**config.mk**
```make
export PLATFORM = sky130hd
export DESIGN_NAME = cassette_tone_qualifier_bit_recovery
export DESIGN_NICKNAME = d
export VERILOG_FILES = /design/src/design/ctq_pkg.sv /design/src/design/cassette_tone_qualifier_bit_recovery.sv
export VERILOG_INCLUDE_DIRS = /design/src /design/src/design
export SDC_FILE = /design/constraint.sdc
export NUM_CORES = 1
export LEC_CHECK = 0
export ABC_CLOCK_PERIOD_IN_PS = 4210
export CORE_UTILIZATION = 40
export DETAILED_ROUTE_END_ITERATION = 10
export DONT_BUFFER_PORTS = 1
export GPL_TIMING_DRIVEN = 0
export PLACE_DENSITY = 0.54
export SETUP_SLACK_MARGIN = 0.1
export SYNTH_ARGS = -nofsm -noshare
export SYNTH_HDL_FRONTEND = slang
export SYNTH_SLANG_ARGS = --single-unit
```
**constraint.sdc**
```tcl
create_clock -name i_clk -period 4.21 [get_ports i_clk]
set_input_delay 0.421 -clock i_clk [delete_from_list [all_inputs] [get_ports i_clk]]
set_output_delay 0.421 -clock i_clk [all_outputs]
set_load 0.03 [all_outputs]
```
**src/design/cassette_tone_qualifier_bit_recovery_assert.svh**
```systemverilog
// Assertion macros used by the cassette tone qualifier top level.
`ifndef CASSETTE_TONE_QUALIFIER_BIT_RECOVERY_ASSERT_SVH
`define CASSETTE_TONE_QUALIFIER_BIT_RECOVERY_ASSERT_SVH

// Check that cons holds in the same cycle whenever ante holds.
`define CTQ_ASSERT_SAME(label, ante, cons, msg) \
    label: assert property (@(posedge i_clk) disable iff (!i_rst_n) \
        (ante) |-> (cons)) else $error(msg);

// Check that cons holds in the cycle after ante holds.
`define CTQ_ASSERT_NEXT(label, ante, cons, msg) \
    label: assert property (@(posedge i_clk) disable iff (!i_rst_n) \
        (ante) |=> (cons)) else $error(msg);

`endif

```
**src/design/ctq_pkg.sv**
```systemverilog
// Types and constants for the cassette tone qualifier and bit recovery block.
`timescale 1ns / 1ps

package ctq_pkg;

    typedef enum logic [1:0] {
        TONE_ZERO    = 2'd0,
        TONE_ONE     = 2'd1,
        TONE_LEADER  = 2'd2,
        TONE_SILENCE = 2'd3
    } t_tone;

    localparam int CFG_INDEX_W = 8;
    localparam int CFG_DATA_W  = 16;

    localparam logic [CFG_INDEX_W-1:0] CFG_BAUD_MODE        = 8'd0;
    localparam logic [CFG_INDEX_W-1:0] CFG_STRIP_ENABLE     = 8'd1;
    localparam logic [CFG_INDEX_W-1:0] CFG_PHANTOM_PROTECT  = 8'd2;
    localparam logic [CFG_INDEX_W-1:0] CFG_LEADER_THRESHOLD = 8'd3;

    localparam int SLOW_TONES_DEFAULT = 4;

    localparam int IN_DATA_W  = 32;
    localparam int OUT_DATA_W = 32;
    localparam int STAMP_W    = 24;
    localparam int WAIT_W     = 16;
    localparam int SKIP_W     = 4;
    localparam int SINCE_W    = 7;
    localparam int HOLDOFF_W  = 10;

    localparam logic [SKIP_W-1:0]    SKIP_LIMIT    = 4'd10;
    localparam logic [SINCE_W-1:0]   GUARD_TONES   = 7'd100;
    localparam logic [HOLDOFF_W-1:0] STRIP_HOLDOFF = 10'd800;
    localparam logic [WAIT_W-1:0]    WAIT_MAX      = '1;
    localparam logic [STAMP_W-1:0]   ELAPSED_MAX   = '1;
    localparam logic [WAIT_W-1:0]    THRESHOLD_RESET = 16'd600;

    typedef struct packed {
        logic                  last;
        logic                  user;
        logic [OUT_DATA_W-1:0] data;
    } t_result;

endpackage

```
**src/design/cassette_tone_qualifier_bit_recovery.sv**
```systemverilog
// Top level of the cassette tone qualifier and bit recovery block.
`timescale 1ns / 1ps

// Cassette tone qualifier and bit recovery. Each input transfer carries one
// 1/1200 s tape tone; each one yields exactly one output transfer, in order.
// The block takes one tone per clock cycle while s_axis_tready is high: all
// qualification, the slow-mode bit assembly and the elapsed tally are one
// pass of logic from the state registers into a two-deep output register
// (main stage plus skid stage), so a tone is accepted even while one
// finished result is still waiting for downstream to take it. s_axis_tready
// drops only while both output stages hold results. Configuration writes
// are taken at any time (o_cfg_ready is always high) but must only be
// issued while no result is outstanding. Output tuser is bit_valid: when it
// is low bit_code is zero and no bit goes to the serial receiver.
module cassette_tone_qualifier_bit_recovery #(
    parameter int SLOW_TONES = ctq_pkg::SLOW_TONES_DEFAULT
) (
    input  logic                             i_clk,
    input  logic                             i_rst_n,
    // configuration write channel
    input  logic                             i_cfg_valid,
    output logic                             o_cfg_ready,
    input  logic [ctq_pkg::CFG_INDEX_W-1:0]  i_cfg_index,
    input  logic [ctq_pkg::CFG_DATA_W-1:0]   i_cfg_data,
    // tone input stream
    input  logic                             s_axis_tvalid,
    output logic                             s_axis_tready,
    // [1:0] tone_code, [2] awaiting_start, [26:3] stamp_value, [31:27] zero
    input  logic [ctq_pkg::IN_DATA_W-1:0]    s_axis_tdata,
    // [0] stamp_valid
    input  logic                             s_axis_tuser,
    // end_of_tape
    input  logic                             s_axis_tlast,
    // bit output stream
    output logic                             m_axis_tvalid,
    input  logic                             m_axis_tready,
    // [1:0] bit_code, [3:2] prevailing_tone, [27:4] elapsed_tally, [31:28] zero
    output logic [ctq_pkg::OUT_DATA_W-1:0]   m_axis_tdata,
    // [0] bit_valid
    output logic                             m_axis_tuser,
    // eof_seen
    output logic                             m_axis_tlast
);

    localparam int FILL_W = (SLOW_TONES > 1) ? $clog2(SLOW_TONES) : 1;
    localparam logic [FILL_W-1:0] FILL_LAST = FILL_W'(SLOW_TONES - 1);

    // configuration registers
    logic                           r_baud_mode;
    logic                           r_strip_enable;
    logic                           r_phantom_enable;
    logic [ctq_pkg::WAIT_W-1:0]     r_threshold;

    // qualifier state
    logic [ctq_pkg::SKIP_W-1:0]     r_leader_skip,  n_leader_skip;
    logic [ctq_pkg::WAIT_W-1:0]     r_start_wait,   n_start_wait;
    logic [ctq_pkg::SINCE_W-1:0]    r_since_silence, n_since_silence;
    logic [ctq_pkg::HOLDOFF_W-1:0]  r_holdoff,      n_holdoff;
    ctq_pkg::t_tone                 r_slow_head,    n_slow_head;
    logic [FILL_W-1:0]              r_slow_fill,    n_slow_fill;
    logic [ctq_pkg::STAMP_W-1:0]    r_elapsed,      n_elapsed;
    ctq_pkg::t_tone                 r_prevailing,   n_prevailing;

    // output stages
    logic                           r_out_valid;
    ctq_pkg::t_result               r_out;
    logic                           r_skid_valid;
    ctq_pkg::t_result               r_skid;
    ctq_pkg::t_result               n_result;

    logic in_fire;
    logic out_fire;

    assign o_cfg_ready   = 1'b1;
    assign s_axis_tready = !r_skid_valid;
    assign in_fire       = s_axis_tvalid && s_axis_tready;
    assign out_fire      = r_out_valid && m_axis_tready;

    assign m_axis_tvalid = r_out_valid;
    assign m_axis_tdata  = r_out.data;
    assign m_axis_tuser  = r_out.user;
    assign m_axis_tlast  = r_out.last;

    // Qualify one tone and work out the next state and the result.
    always_comb begin
        ctq_pkg::t_tone         v_tone;
        ctq_pkg::t_tone         v_bit;
        ctq_pkg::t_tone         v_head_norm;
        ctq_pkg::t_tone         v_tone_norm;
        logic                   v_eot;
        logic                   v_waiting;
        logic                   v_strip;
        logic                   v_guard;
        logic                   v_kept;
        logic                   v_bit_valid;

        v_tone      = ctq_pkg::t_tone'(s_axis_tdata[1:0]);
        v_eot       = s_axis_tlast;
        v_waiting   = s_axis_tdata[2];
        v_guard     = 1'b0;
        v_kept      = 1'b1;
        v_bit_valid = 1'b0;
        v_bit       = ctq_pkg::TONE_ZERO;
        v_head_norm = ctq_pkg::TONE_ZERO;
        v_tone_norm = ctq_pkg::TONE_ZERO;

        n_leader_skip   = r_leader_skip;
        n_start_wait    = r_start_wait;
        n_since_silence = r_since_silence;
        n_holdoff       = r_holdoff;
        n_slow_head     = r_slow_head;
        n_slow_fill     = r_slow_fill;
        n_elapsed       = r_elapsed;
        n_prevailing    = r_prevailing;

        // Stripping waits out the holdoff in fast mode only.
        if (r_baud_mode) begin
            v_strip = r_strip_enable;
        end else begin
            v_strip = r_strip_enable && (r_holdoff >= ctq_pkg::STRIP_HOLDOFF);
        end
        if (r_holdoff < ctq_pkg::STRIP_HOLDOFF) begin
            n_holdoff = r_holdoff + 1'b1;
        end

        if (v_eot) begin
            // End of tape: report silence and skip the other qualification rules.
            n_leader_skip = '0;
            v_tone        = ctq_pkg::TONE_SILENCE;
        end else begin
            // Turn the first few leader tones of a run back into ones.
            if (v_tone == ctq_pkg::TONE_ZERO || v_tone == ctq_pkg::TONE_SILENCE) begin
                n_leader_skip = '0;
            end else if (v_tone == ctq_pkg::TONE_LEADER &&
                         r_leader_skip < ctq_pkg::SKIP_LIMIT) begin
                n_leader_skip = r_leader_skip + 1'b1;
                v_tone        = ctq_pkg::TONE_ONE;
            end

            if (v_waiting) begin
                // A long start-bit wait on ones means leader.
                if (r_start_wait > r_threshold && v_tone == ctq_pkg::TONE_ONE) begin
                    v_tone = ctq_pkg::TONE_LEADER;
                end
                if (!v_strip) begin
                    if (v_tone == ctq_pkg::TONE_SILENCE) begin
                        n_since_silence = '0;
                    end else if (r_since_silence < ctq_pkg::GUARD_TONES) begin
                        n_since_silence = r_since_silence + 1'b1;
                        v_guard         = 1'b1;
                    end
                end
                if (r_start_wait != ctq_pkg::WAIT_MAX) begin
                    n_start_wait = r_start_wait + 1'b1;
                end
            end else begin
                n_start_wait = '0;
            end
            if (v_tone == ctq_pkg::TONE_ZERO || v_tone == ctq_pkg::TONE_SILENCE) begin
                n_start_wait = '0;
            end

            if (v_strip && (v_tone == ctq_pkg::TONE_LEADER ||
                            v_tone == ctq_pkg::TONE_SILENCE)) begin
                v_kept = 1'b0;
            end else if (v_guard && r_phantom_enable) begin
                // Hold off start bits for a while after silence.
                v_tone = ctq_pkg::TONE_LEADER;
            end

            // Advance the tally, or load it from an exact stamp.
            if (s_axis_tuser) begin
                n_elapsed = s_axis_tdata[26:3];
            end else if (r_elapsed != ctq_pkg::ELAPSED_MAX) begin
                n_elapsed = r_elapsed + 1'b1;
            end
        end

        if (!r_baud_mode) begin
            n_slow_fill = '0;
            if (v_kept) begin
                n_prevailing = v_tone;
                v_bit_valid  = 1'b1;
                v_bit        = v_tone;
            end
        end else if (v_kept) begin
            // Slow mode: collect matching tones, leader counts as one.
            n_prevailing = v_tone;
            if (r_slow_fill == '0) begin
                n_slow_head = v_tone;
            end
            v_head_norm = (n_slow_head == ctq_pkg::TONE_LEADER) ? ctq_pkg::TONE_ONE
                                                                : n_slow_head;
            v_tone_norm = (v_tone == ctq_pkg::TONE_LEADER) ? ctq_pkg::TONE_ONE : v_tone;
            if (v_head_norm != v_tone_norm) begin
                n_slow_head = v_tone;
                n_slow_fill = FILL_W'(1);
            end else if (r_slow_fill == FILL_LAST) begin
                v_bit_valid = 1'b1;
                v_bit       = n_slow_head;
                n_slow_fill = '0;
            end else begin
                n_slow_fill = r_slow_fill + 1'b1;
            end
        end

        n_result.last = v_eot;
        n_result.user = v_bit_valid;
        n_result.data = {4'b0000, n_elapsed, n_prevailing, v_bit};
    end

    // Configuration writes.
    always_ff @(posedge i_clk) begin
        if (!i_rst_n) begin
            r_baud_mode      <= 1'b0;
            r_strip_enable   <= 1'b0;
            r_phantom_enable <= 1'b1;
            r_threshold      <= ctq_pkg::THRESHOLD_RESET;
        end else if (i_cfg_valid && o_cfg_ready) begin
            unique case (i_cfg_index)
                ctq_pkg::CFG_BAUD_MODE:        r_baud_mode      <= i_cfg_data[0];
                ctq_pkg::CFG_STRIP_ENABLE:     r_strip_enable   <= i_cfg_data[0];
                ctq_pkg::CFG_PHANTOM_PROTECT:  r_phantom_enable <= i_cfg_data[0];
                ctq_pkg::CFG_LEADER_THRESHOLD: r_threshold      <= i_cfg_data;
                default: ;
            endcase
        end
    end

    // Commit the state on every input transfer.
    always_ff @(posedge i_clk) begin
        if (!i_rst_n) begin
            r_leader_skip   <= '0;
            r_start_wait    <= '0;
            r_since_silence <= '0;
            r_holdoff       <= '0;
            r_slow_head     <= ctq_pkg::TONE_ZERO;
            r_slow_fill     <= '0;
            r_elapsed       <= '0;
            r_prevailing    <= ctq_pkg::TONE_ONE;
        end else if (in_fire) begin
            r_leader_skip   <= n_leader_skip;
            r_start_wait    <= n_start_wait;
            r_since_silence <= n_since_silence;
            r_holdoff       <= n_holdoff;
            r_slow_head     <= n_slow_head;
            r_slow_fill     <= n_slow_fill;
            r_elapsed       <= n_elapsed;
            r_prevailing    <= n_prevailing;
        end
    end

    // Output register with skid stage: park a result in the skid stage
    // when the main stage is stalled, drain it first once downstream moves.
    always_ff @(posedge i_clk) begin
        if (!i_rst_n) begin
            r_out_valid  <= 1'b0;
            r_skid_valid <= 1'b0;
        end else if (r_skid_valid) begin
            if (out_fire) begin
                r_skid_valid <= 1'b0;
            end
        end else if (in_fire) begin
            if (r_out_valid && !m_axis_tready) begin
                r_skid_valid <= 1'b1;
            end else begin
                r_out_valid <= 1'b1;
            end
        end else if (out_fire) begin
            r_out_valid <= 1'b0;
        end
    end

    always_ff @(posedge i_clk) begin
        if (r_skid_valid) begin
            if (out_fire) begin
                r_out <= r_skid;
            end
        end else if (in_fire) begin
            if (r_out_valid && !m_axis_tready) begin
                r_skid <= n_result;
            end else begin
                r_out <= n_result;
            end
        end
    end

`include "cassette_tone_qualifier_bit_recovery_assert.svh"

    `CTQ_ASSERT_SAME(a_skid_behind_out, r_skid_valid, r_out_valid, "skid full with main stage empty")
    `CTQ_ASSERT_SAME(a_fill_range, 1'b1, r_slow_fill <= FILL_LAST, "slow fill out of range")
    `CTQ_ASSERT_SAME(a_skip_range, 1'b1, r_leader_skip <= ctq_pkg::SKIP_LIMIT, "leader skip out of range")
    `CTQ_ASSERT_NEXT(a_fast_fill_clear, in_fire && !r_baud_mode, r_slow_fill == '0, "fast mode kept slow fill")
    `CTQ_ASSERT_NEXT(a_eot_tally_hold, in_fire && s_axis_tlast, $stable(r_elapsed), "tally moved at end of tape")

endmodule
```
==> results.tsv, run 1 <==
metric	value	unit
Clock Path Buffers	2	
Routed WL	21.21	mm
kind of critical path	register to register	
1st-iter DRT viols	376	
Final Hold Vio Count	0	
Worst R2R Path Depth	9	
max-cap viol count	0	
vias in the first global route	6246	
DR WL met3	973	microns
CP top delay family	simple AND/OR/NAND/NOR gates	
max layer used	met4	
Finished Cell Area	8797	sq um
R2R Setup Slk	1.39	ns
CTS root buffer	clkbuf_16	
DRC	0	
crit path from	r_threshold[11]	
Antenna diodes	0	
first-pass GRT wire length	33.26	mm
Worst setup SP type	register	
total clock sinks	148	
hold worst-path end	r_skid[33]	
# hold bufs at CTS	0	
IO Count	100	
Syn Area/Cell	9.299	sq um
clk_skew	0.01169	ns
Post-synth EDFFs	60	
# resized after CTS	0	
Post-DP Area	8214	sq um
final setup fails	0	
Worst path slowest cell	nor4_1	
CP Buf/Inv Count	1	
Rows	50	
crit-path cells	inv_1, ha_1, nand4_1, nor4_1, a211oi_1, o211a_1, nor3_1, o21a_1, mux2i_1	
Metal-1 WL	9.330	mm
Starting Density	41.35	%
Fmax achieved	354.6	MHz
synthesized area	7839	sq um
synth unique cells	71	
Placer Congestion	0.8815	
First-pass DRT Iterations	5	
initial antenna violation count	0	
crit path time final	2.820	ns
Req. time, crit path	4.57	ns
CTS H-tree lvls	4	
final non-filler cell total	1139	
max-slew violation count	0	
fin util	46.41	%
synthesis-to-finish area growth	12.23	%
remaining antenna violation count	0	
Die X	142.0	microns
post-route setup TNS	0	ns
Min-Delay Startpoint	s_axis_tlast	
Rel. slew slack	41.01	%
post-synthesis sequential area ratio	45.46	%
Worst-Skew Late Latency	0.43	ns
Clk pin slew, worst setup/hold paths	0.06	ns
CP endpoint kind	register	
Synth async-reset ratio	0	%
Core Area	18960	sq um
Final period util	66.99	%
Cells after DPL	1107	
Design Power	3.458	mW
WHS Path Cells	0	
post-synthesis register bit count	148	
Reg2Reg Launch Point	r_threshold[11]	
largest net degree at the start of global routing	31	
Die Ht	142.0	microns
CTS tree	built	
grt ovf	0	
Num CTS Buffers	17	
Syn Inst Count	843	
PwrDens	393.0	nW/um^2
Synth Warn #	0	
CP arrival	3.18	ns
Hold Crit Class	input port to register	
Vias/cell	5.637	
Post-CTS Setup Inserts	0	
ratio of cells with drive above 1 in the final layout	9.329	%
vias	6420	
status	complete, no violations	
Primary FF master, synth	dfxtp_1	
Die Area	20160	sq um
crit-path max FO	7	
DPL Wire Length	15.44	mm
fin nets	955	
RSZ-0062 raised after global routing	false	
PortBufs	0	
routed len/inst	18.62	microns
GRT Overall Usage	21.60	%
Leakage	3.282	nW
actual slew at the worst max-slew pin	0.8849	ns
maximum vdd drop	299.5	uV
max incr delay on CP	0.46	ns
met2 wire len	10.40	mm
reg2reg end	r_slow_head[1]	
-- Yosys cell counts, types with 9 or more instances --
library cell	count	area share, %
nand4_1	11	0.88
nand3_1	28	1.8
inv_1	39	1.9
ha_1	26	4.2
a21oi_1	39	2.5
nor3_1	21	1.3
mux2i_1	24	3.1
a2bb2oi_1	9	1.0
nor2b_1	20	1.6
o22a_1	12	1.3
and3_1	9	0.72
nor2_1	80	3.8
o21a_1	13	1.2
o21ai_0	37	2.4
mux2_2	19	2.7
a21boi_0	22	2.1
clkbuf_1	32	1.5
dfxtp_1	88	22
nand2_1	92	4.4
and2_1	15	1.2
edfxtp_1	60	23
xnor2_1	13	1.5
-- how the worst max path moves through the flow --
stage	cells after the start	to	slack, ns
after CTS	4	r_skid[3]	1.17
final	9	r_slow_head[1]	1.39
after global placement	5	m_axis_tdata[10]	0.12
after detailed placement	4	r_skid[3]	1.08
after global routing	9	r_slow_head[1]	1.21
after floorplan	5	m_axis_tdata[0]	1.20
-- cell type report --
class / count / area (sq um)
multi-input cells: 612 / 3946
flip-flops and latches: 148 / 3563
repair buffers: 1 / 27.53
clock buffers: 22 / 484.2
fillers: 1857 / 10160
inverters: 40 / 150.1
plain buffers: 46 / 202.7
clock inverters: 10 / 97.59
well taps: 260 / 325.3
-- registers in the layout, summed over array words and instances, names as in the netlist --
name / count
r_prevailing: 2
m_axis_tdata: 28
r_phantom_enable: 1
r_slow_fill: 2
r_holdoff: 10
r_threshold: 16
r_leader_skip: 4
m_axis_tvalid: 1
r_since_silence: 7
r_strip_enable: 1
r_elapsed: 24
r_baud_mode: 1
r_skid_valid: 1
r_slow_head: 2
r_skid: 30
m_axis_tlast: 1
r_start_wait: 16
m_axis_tuser: 1
-- through the flow --
step / hold slack (ns) / setup WS, ns
finish: 0.09703 / 1.390
global route: 0.07414 / 1.215
CTS: 0.07271 / 1.171
detailed placement: 0.4615 / 1.076
global placement: 0.4525 / 0.1190
floorplan: 0.4367 / 1.205
-- cell usage in the layout (no fill, tap or decap), drive strengths merged, types with 20 or more instances in the layout --
| cell type | count |
|---|---|
| nor2 | 81 |
| nor2b | 20 |
| a21boi | 23 |
| nor3 | 21 |
| mux2 | 20 |
| o21ai | 41 |
| edfxtp | 60 |
| clkbuf | 55 |
| mux2i | 24 |
| nand2 | 92 |
| a21oi | 39 |
| ha | 26 |
| nand3 | 29 |
| dfxtp | 88 |
| inv | 41 |
-- per-layer routing --
metal	GRT usage (%)	vias up
li1	-	3096
met5	0	-
met2	37.23	181
met4	7.980	0
met3	4.643	36
met1	26.40	3107
-- where the power goes --
group	internal, mW	switching [mW]	total [mW]
sequential	1.56	0.0930	1.66
combinational	0.107	0.192	0.299
clock	0.883	0.619	1.50
-- cell families (layout without fill, tap and decap cells) --
group | after synthesis | after routing | share of synthesized area (%)
simple gates | 314 | 314 | 19.54
compound gates | 204 | 204 | 18.15
flops | 148 | 148 | 45.46
buf+inv | 86 | 119 | 4.501
mux | 44 | 44 | 5.986
fa+ha+maj | 26 | 26 | 4.150
xor+xnor | 19 | 19 | 2.123
other cells | 2 | 5 | 0.09581
Power figures use the tool's default switching activity.
==> run 2, diff against run 1 <==
Settings changed: ABC_AREA set to 1, ABC_CLOCK_PERIOD_IN_PS 4210 to 2250, PLACE_DENSITY 0.54 to 0.56.
Clock period 4.21 ns to 2.25 ns, I/O delays scaled along.
==> run 2 against run 1 <==
- sequential power rose by 91%
- routed wire length is 8.0% higher
- via count is 13% higher
- fmax increased by 19%
- total power is 100% higher
- setup slack worse by 1.5 ns
- synthesized cell count increased by 21%
- sequential share of layout area shrank 6.3 points
- critical endpoint is now r_skid[0]
- the flow now finishes with violations (setup timing)
- count of clock-buffer cells in the layout fell by 5
==> results.tsv, run 2 <==
metric	value	unit	change
max-slew violation count	0		unchanged
PwrDens	658.8	nW/um^2	+68%
Rows	51		+2.0%
routed len/inst	16.32	microns	-12%
most used cell, CP	nand2_2		
Core Area	19460	sq um	+2.7%
clk_skew	0.01051	ns	-0.001181 ns
post-route worst setup slack	-0.1253	ns	-1.515 ns
largest register by flop count	r_skid		
RSZ-0062 raised after global routing	true		
actual slew at the worst max-slew pin	0.8911	ns	+0.006248 ns
largest net degree at the start of global routing	31		unchanged
CP endpoint kind	register		
grt ovf	0		unchanged
Rel. slew slack	40.59	%	-0.42 points
crit path time final	2.375	ns	-0.4451 ns
ratio of cells with drive above 1 in the final layout	29.79	%	+20 points
post-synthesis sequential area ratio	44.79	%	-0.66 points
maximum vdd drop	593.1	uV	+98%
synthesized area	7955	sq um	+1.5%
Clk pin slew, worst setup/hold paths	0.07	ns	about the same
Final Hold Vio Count	0		unchanged
combinational share of power	13.1	%	+4.4 points
Seq pwr share	45.3	%	-2.6 points
total clock sinks	148		unchanged
Die X	143.0	microns	+0.73%
Syn Area/Cell	7.830	sq um	-16%
Power Internal	4.967	mW	+95%
First-pass DRT Iterations	5		unchanged
Syn Inst Count	1016		+21%
crit-path cells	ha_4, a21oi_1, nand2_1, nand2_1, nand2_1, nand2_1, nand2_2, nand2_4, buf_6, nand3_4, nand2_4, nand2_2, nand2_2, nand3_2, nand2_2, nor2_4, nand3_2, nand2_2, buf_4		
Placer Congestion	0.9232		+4.7%
Post-synth top cells	216 x nand2_1, 139 x inv_1, 88 x dfxtp_1		
max incr delay on CP	0.41	ns	-0.05 ns
synth unique cells	55		-23%
largest area contributor in the netlist	edfxtp_1		
Worst-Skew Late Latency	0.43	ns	about the same
Vias/cell	5.159		-8.5%
crit-path max FO	7		unchanged
first-pass GRT wire length	35.53	mm	+6.8%
Primary FF master, synth	dfxtp_1		
vias	7238		+13%
final setup fails	30		+30
Clk network pwr share	41.5	%	-1.9 points
Clock Path Buffers	2		unchanged
initial antenna violation count	0		unchanged
Num CTS Buffers	17		unchanged
Final period util	105.6	%	+39 points
vias in the first global route	6724		+7.7%
max-cap viol count	0		unchanged
synth top area cells	edfxtp_1 23%, dfxtp_1 22%, nand2_1 10%		
GRT Overall Usage	22.72	%	+1.1 points
pre-CTS setup slack	-0.3321	ns	-1.408 ns
Req. time, crit path	2.44	ns	-2.13 ns
fin nets	1214		+27%
Post-synth EDFFs	60		unchanged
Starting Density	40.87	%	-0.48 points
status	finished with violations		
switching share of power	28.90	%	+2.8 points
CP arrival	2.56	ns	-0.62 ns
Synth async-reset ratio	0	%	unchanged
Synth Warn #	0		unchanged
CTS root buffer	clkbuf_16		
IO Count	100		unchanged
post-synthesis register bit count	148		unchanged
Worst path slowest cell	dfxtp_2		
worst hold slack	0.007611	ns	-0.08942 ns
most common cell after layout, fill and taps aside	nand2_1		
kind of critical path	register to register		
failing checks	setup timing		
1st-iter DRT viols	467		+24%
synthesis-to-finish area growth	33.30	%	
Design Power	6.986	mW	+100%
CTS tree	built		
number of flip-flops in the largest register	30		unchanged
Die Area	20460	sq um	+1.5%
remaining antenna violation count	0		unchanged
DPL Wire Length	14.92	mm	-3.4%
PortBufs	0		unchanged
most frequent cells in the layout	188 x nand2_1, 117 x inv_1, 65 x a21oi_1		
sw power	2.019	mW	+120%
DRC	0		unchanged
Synth top area share	22.65	%	-0.34 points
Routed WL	22.90	mm	+8.0%
CTS H-tree lvls	4		unchanged
Leakage	4.280	nW	+30%
Hold Crit Class	input port to register		
Fmax achieved	421.0	MHz	+19%
post-route setup TNS	-1.451	ns	-1.451 ns
most common cell in the netlist	nand2_1		
Worst setup SP type	register		
Antenna diodes	0		unchanged
Die Ht	143.0	microns	+0.73%
## run 2: timing repair
item	CTS	global route
gates cloned	2	1
pin swaps	66	68
hold endpoints to repair	22	0
gates resized for setup	166	125
hold buffers	20	0
buffers inserted	39	26
setup endpoints to repair	115	105
## run 2: metrics by stage
| stage | utilization [%] | cells | cell area, sq um |
|---|---|---|---|
| finish | 54.48 | 1403 | 10600 |
| floorplan | - | 1019 | 7969 |
| global placement | 42.65 | 1284 | 8300 |
| CTS | 51.22 | 1377 | 9970 |
| detailed placement | 42.67 | 1284 | 8305 |
| global route | 54.48 | 1403 | 10600 |
## run 2: layer usage
layer	part of all wire, %	wire, microns	GRT usage, %	vias up
met5	0	0	0	-
met2	47	10740	36.61	203
met3	5.2	1187	4.024	48
li1	-	-	-	3645
met1	45	10390	30.20	3342
met4	2.5	577	8.659	0
## run 2: worst paths after layout
path / startpoint / endpoint / slack (ns) / cells past startpoint
max: r_start_wait[3] / r_skid[0] / -0.13 / 19
min: i_cfg_data[0] / r_threshold[0] / 0.008 / 2
max reg2reg: r_start_wait[3] / r_skid[0] / -0.13 / 19
min reg2reg: r_since_silence[6] / r_since_silence[6] / 0.45 / 2
## run 2: worst max-delay path, delay by kind of cell (launching register included)
family          cells  cell delay (ns)
flops               1             0.41
buf+inv             2             0.22
simple gates       15             1.12
compound gates      1             0.16
fa+ha+maj           1             0.23
## run 2: layout make-up
cell class	count	area, sq um
inverters	144	559.3
repair buffers	86	787.0
clock buffers	17	425.4
well taps	265	331.6
multi-input cells	689	4493
plain buffers	39	210.2
fillers	1792	8859
flip-flops and latches	148	3627
clock inverters	15	170.2
## run 2: power by group through the flow
stage | Combinational, mW | Clock, mW | Sequential (mW)
global placement | 0.651 | 0 | 3.21
global route | 1.02 | 3.05 | 3.18
detailed placement | 0.660 | 0 | 3.21
floorplan | 0.498 | 0 | 3.18
CTS | 0.808 | 2.96 | 3.16
finish | 0.918 | 2.90 | 3.17
## run 2: logic make-up (layout without fill, tap and decap cells)
logic type	count (synthesis)	in the layout	share of synthesized area, %
DFF	148	148	44.79
other	2	5	0.09440
AOI/OAI and AO/OA	215	215	15.57
xor gates and xnor gates	13	13	1.431
adders and majority gates	26	26	4.089
and+or+nand+nor	429	430	24.66
buffers and inverters	183	301	9.358
==> run 3, diff against run 2 <==
Settings changed: CELL_PAD_IN_SITES_DETAIL_PLACEMENT set to 1, CELL_PAD_IN_SITES_GLOBAL_PLACEMENT set to 1, PLACE_DENSITY 0.56 to 0.72.
==> run 3 against run 2 <==
- the flow still finishes with violations (setup timing)
- hold slack worse by 0.0039 ns
- routed wire length rose by 14%
- cell area fell by 1.4%
- via count is 3.5% higher
- utilization fell by 0.77 points
- sequential power barely moved
- first-iteration DRC count is 7.1% lower
- largest power group unchanged
==> results.tsv, run 3 (synthesis gave the netlist of run 2 again) <==
metric	value	unit	change
status	finished with violations		
failing checks	setup timing		
DPL Wire Length	16.62	mm	+11%
ratio of cells with drive above 1 in the final layout	28.63	%	-1.2 points
PwrDens	674.5	nW/um^2	+2.4%
Post-DP Area	8305	sq um	unchanged
worst hold slack	0.003676	ns	-0.003935 ns
number of flip-flops in the largest register	30		unchanged
vias in the first global route	7258		+7.9%
PortBufs	0		unchanged
Die X	143.0	microns	unchanged
Core Area	19460	sq um	unchanged
Req. time, crit path	2.56	ns	+0.12 ns
WHS Path Cells	2		unchanged
Rows	51		unchanged
routed len/inst	18.58	microns	+14%
Die Ht	143.0	microns	unchanged
Placer Congestion	0.9195		-0.40%
Fillers	2277		+27%
Fmax achieved	415.1	MHz	-1.4%
IO Count	100		unchanged
CTS root buffer	clkbuf_16		
Final period util	107.1	%	+1.5 points
Starting Density	40.87	%	unchanged
Vias/cell	5.348		+3.7%
combinational share of power	13.1	%	about the same
grt ovf	0		unchanged
synthesis-to-finish area growth	31.41	%	
largest register by flop count	r_skid		
GRT Overall Usage	24.94	%	+2.2 points
final setup fails	50		+67%
Metal-1 WL	11.68	mm	+12%
DRC	0		unchanged
switching share of power	29.74	%	+0.84 points
max-cap viol count	0		unchanged
kind of critical path	register to register		
Die Area	20460	sq um	unchanged
vias	7493		+3.5%
fin util	53.71	%	-0.77 points
multi-input logic area	4360	sq um	-3.0%
reg2reg end	r_skid[32]		
post-route worst setup slack	-0.1590	ns	-0.03370 ns
CP arrival	2.72	ns	+0.16 ns
RSZ-0062 raised after global routing	true		
Setup crit end	r_skid[32]		
Rel. slew slack	39.57	%	-1.0 points
Reg2Reg Launch Point	r_start_wait[11]		
sw power	2.097	mW	+3.9%
Clk network pwr share	41.9	%	+0.4 points
Clock Path Buffers	2		unchanged
CTS tree	built		
actual slew at the worst max-slew pin	0.9044	ns	+0.01323 ns
crit-path max FO	7		unchanged
Design Power	7.051	mW	+0.94%
final non-filler cell total	1401		-0.14%
fin nets	1211		-0.25%
most frequent cells in the layout	193 x nand2_1, 114 x inv_1, 69 x nor2_1		
remaining antenna violation count	0		unchanged
clk_skew	0.01138	ns	+0.0008667 ns
most common cell after layout, fill and taps aside	nand2_1		
Power Internal	4.954	mW	-0.26%
maximum vdd drop	577.7	uV	-2.6%
Seq pwr share	45.0	%	-0.3 points
Hold Crit Class	input port to register		
1st-iter DRT viols	434		-7.1%
max layer used	met4		
Worst-Skew Late Latency	0.44	ns	about the same
Clk pin slew, worst setup/hold paths	0.07	ns	about the same
largest net degree at the start of global routing	31		unchanged
Leakage	4.246	nW	-0.78%
first-pass GRT wire length	38.89	mm	+9.5%
CTS H-tree lvls	4		unchanged
total clock sinks	148		unchanged
Worst R2R Path Depth	15		-4
First-pass DRT Iterations	5		unchanged
R2R Setup Slk	-0.16	ns	-0.03 ns
crit path from	r_start_wait[11]		
met2 wire len	12.80	mm	+19%
Routed WL	26.04	mm	+14%
Final Hold Vio Count	0		unchanged
max-slew violation count	0		unchanged
Num CTS Buffers	17		unchanged
Cells after DPL	1284		unchanged
crit path time final	2.409	ns	+0.03370 ns
CP endpoint kind	register		
Finished Cell Area	10450	sq um	-1.4%
Worst setup SP type	register		
initial antenna violation count	0		unchanged
DR WL met3	1.034	mm	-13%
register area	3636	sq um	+0.24%
==> run 3: how the worst min path moves through the flow <==
stage | slack, ns | from | end
2_1_floorplan | 0.32 | s_axis_tlast | r_skid[33]
3_3_place_gp | 0.32 | s_axis_tlast | r_skid[33]
3_5_place_dp | 0.32 | s_axis_tlast | r_skid[33]
4_1_cts | 0.0006 | i_cfg_valid | r_phantom_enable
5_1_grt | 0.007 | i_cfg_valid | r_phantom_enable
6_report | 0.004 | i_cfg_valid | r_phantom_enable
==> run 3: cell type report <==
class                      instances  share of cell area (%)
antenna                            1                 0.02394
tap                              265                   3.172
inverter                         144                   5.410
sequential                       148                   34.78
clock buffer                      17                   4.069
clock inverter                    15                   1.640
multi-input combinational        688                   41.71
buffer                            39                   2.118
timing repair buffer              84                   7.074
==> run 3: stage by stage <==
stage	setup TNS (ns)	setup slack (ns)
finish	-3.865	-0.1590
CTS	-0.6920	-0.1743
global route	-11.80	-0.3425
detailed placement	-19.65	-0.4719
floorplan	0	0.1345
global placement	-16.91	-0.3469
==> run 3: per-layer routing <==
layer | track usage, % | vias up
met3 | 5.030 | 40
met4 | 7.357 | 0
met5 | 0 | -
li1 | - | 3610
met2 | 41.03 | 158
met1 | 32.86 | 3685
==> run 3: power groups by stage <==
stage	registers, mW	logic, mW	clock network, mW
after floorplan	3.18	0.498	0
after global placement	3.21	0.654	0
after detailed placement	3.21	0.680	0
after CTS	3.16	0.799	3.01
after global routing	3.19	1.02	3.09
final	3.17	0.927	2.95
==> run 3: worst max-delay path, stage by stage (launching register included) <==
cell       delay (ns)
dfxtp_2          0.37
ha_4             0.28
nand2_1          0.05
nor2_1           0.13
nand4_1          0.14
nand2_1          0.11
nor2_2           0.05
nand2_4          0.10
nand3_4          0.11
buf_4            0.17
o2111ai_1        0.10
nand2_2          0.11
nor2_4           0.23
nand2_2          0.11
buf_4            0.15
nand2_1          0.04
==> run 3: repair_timing <==
item | in CTS | in global routing
buffers inserted | 26 | 35
gates resized for setup | 108 | 156
pin swaps | 43 | 73
endpoints found under the setup margin | 128 | 110
hold buffers | 21 | 0
hold endpoints to repair | 22 | 0
gates cloned | 1 | 1
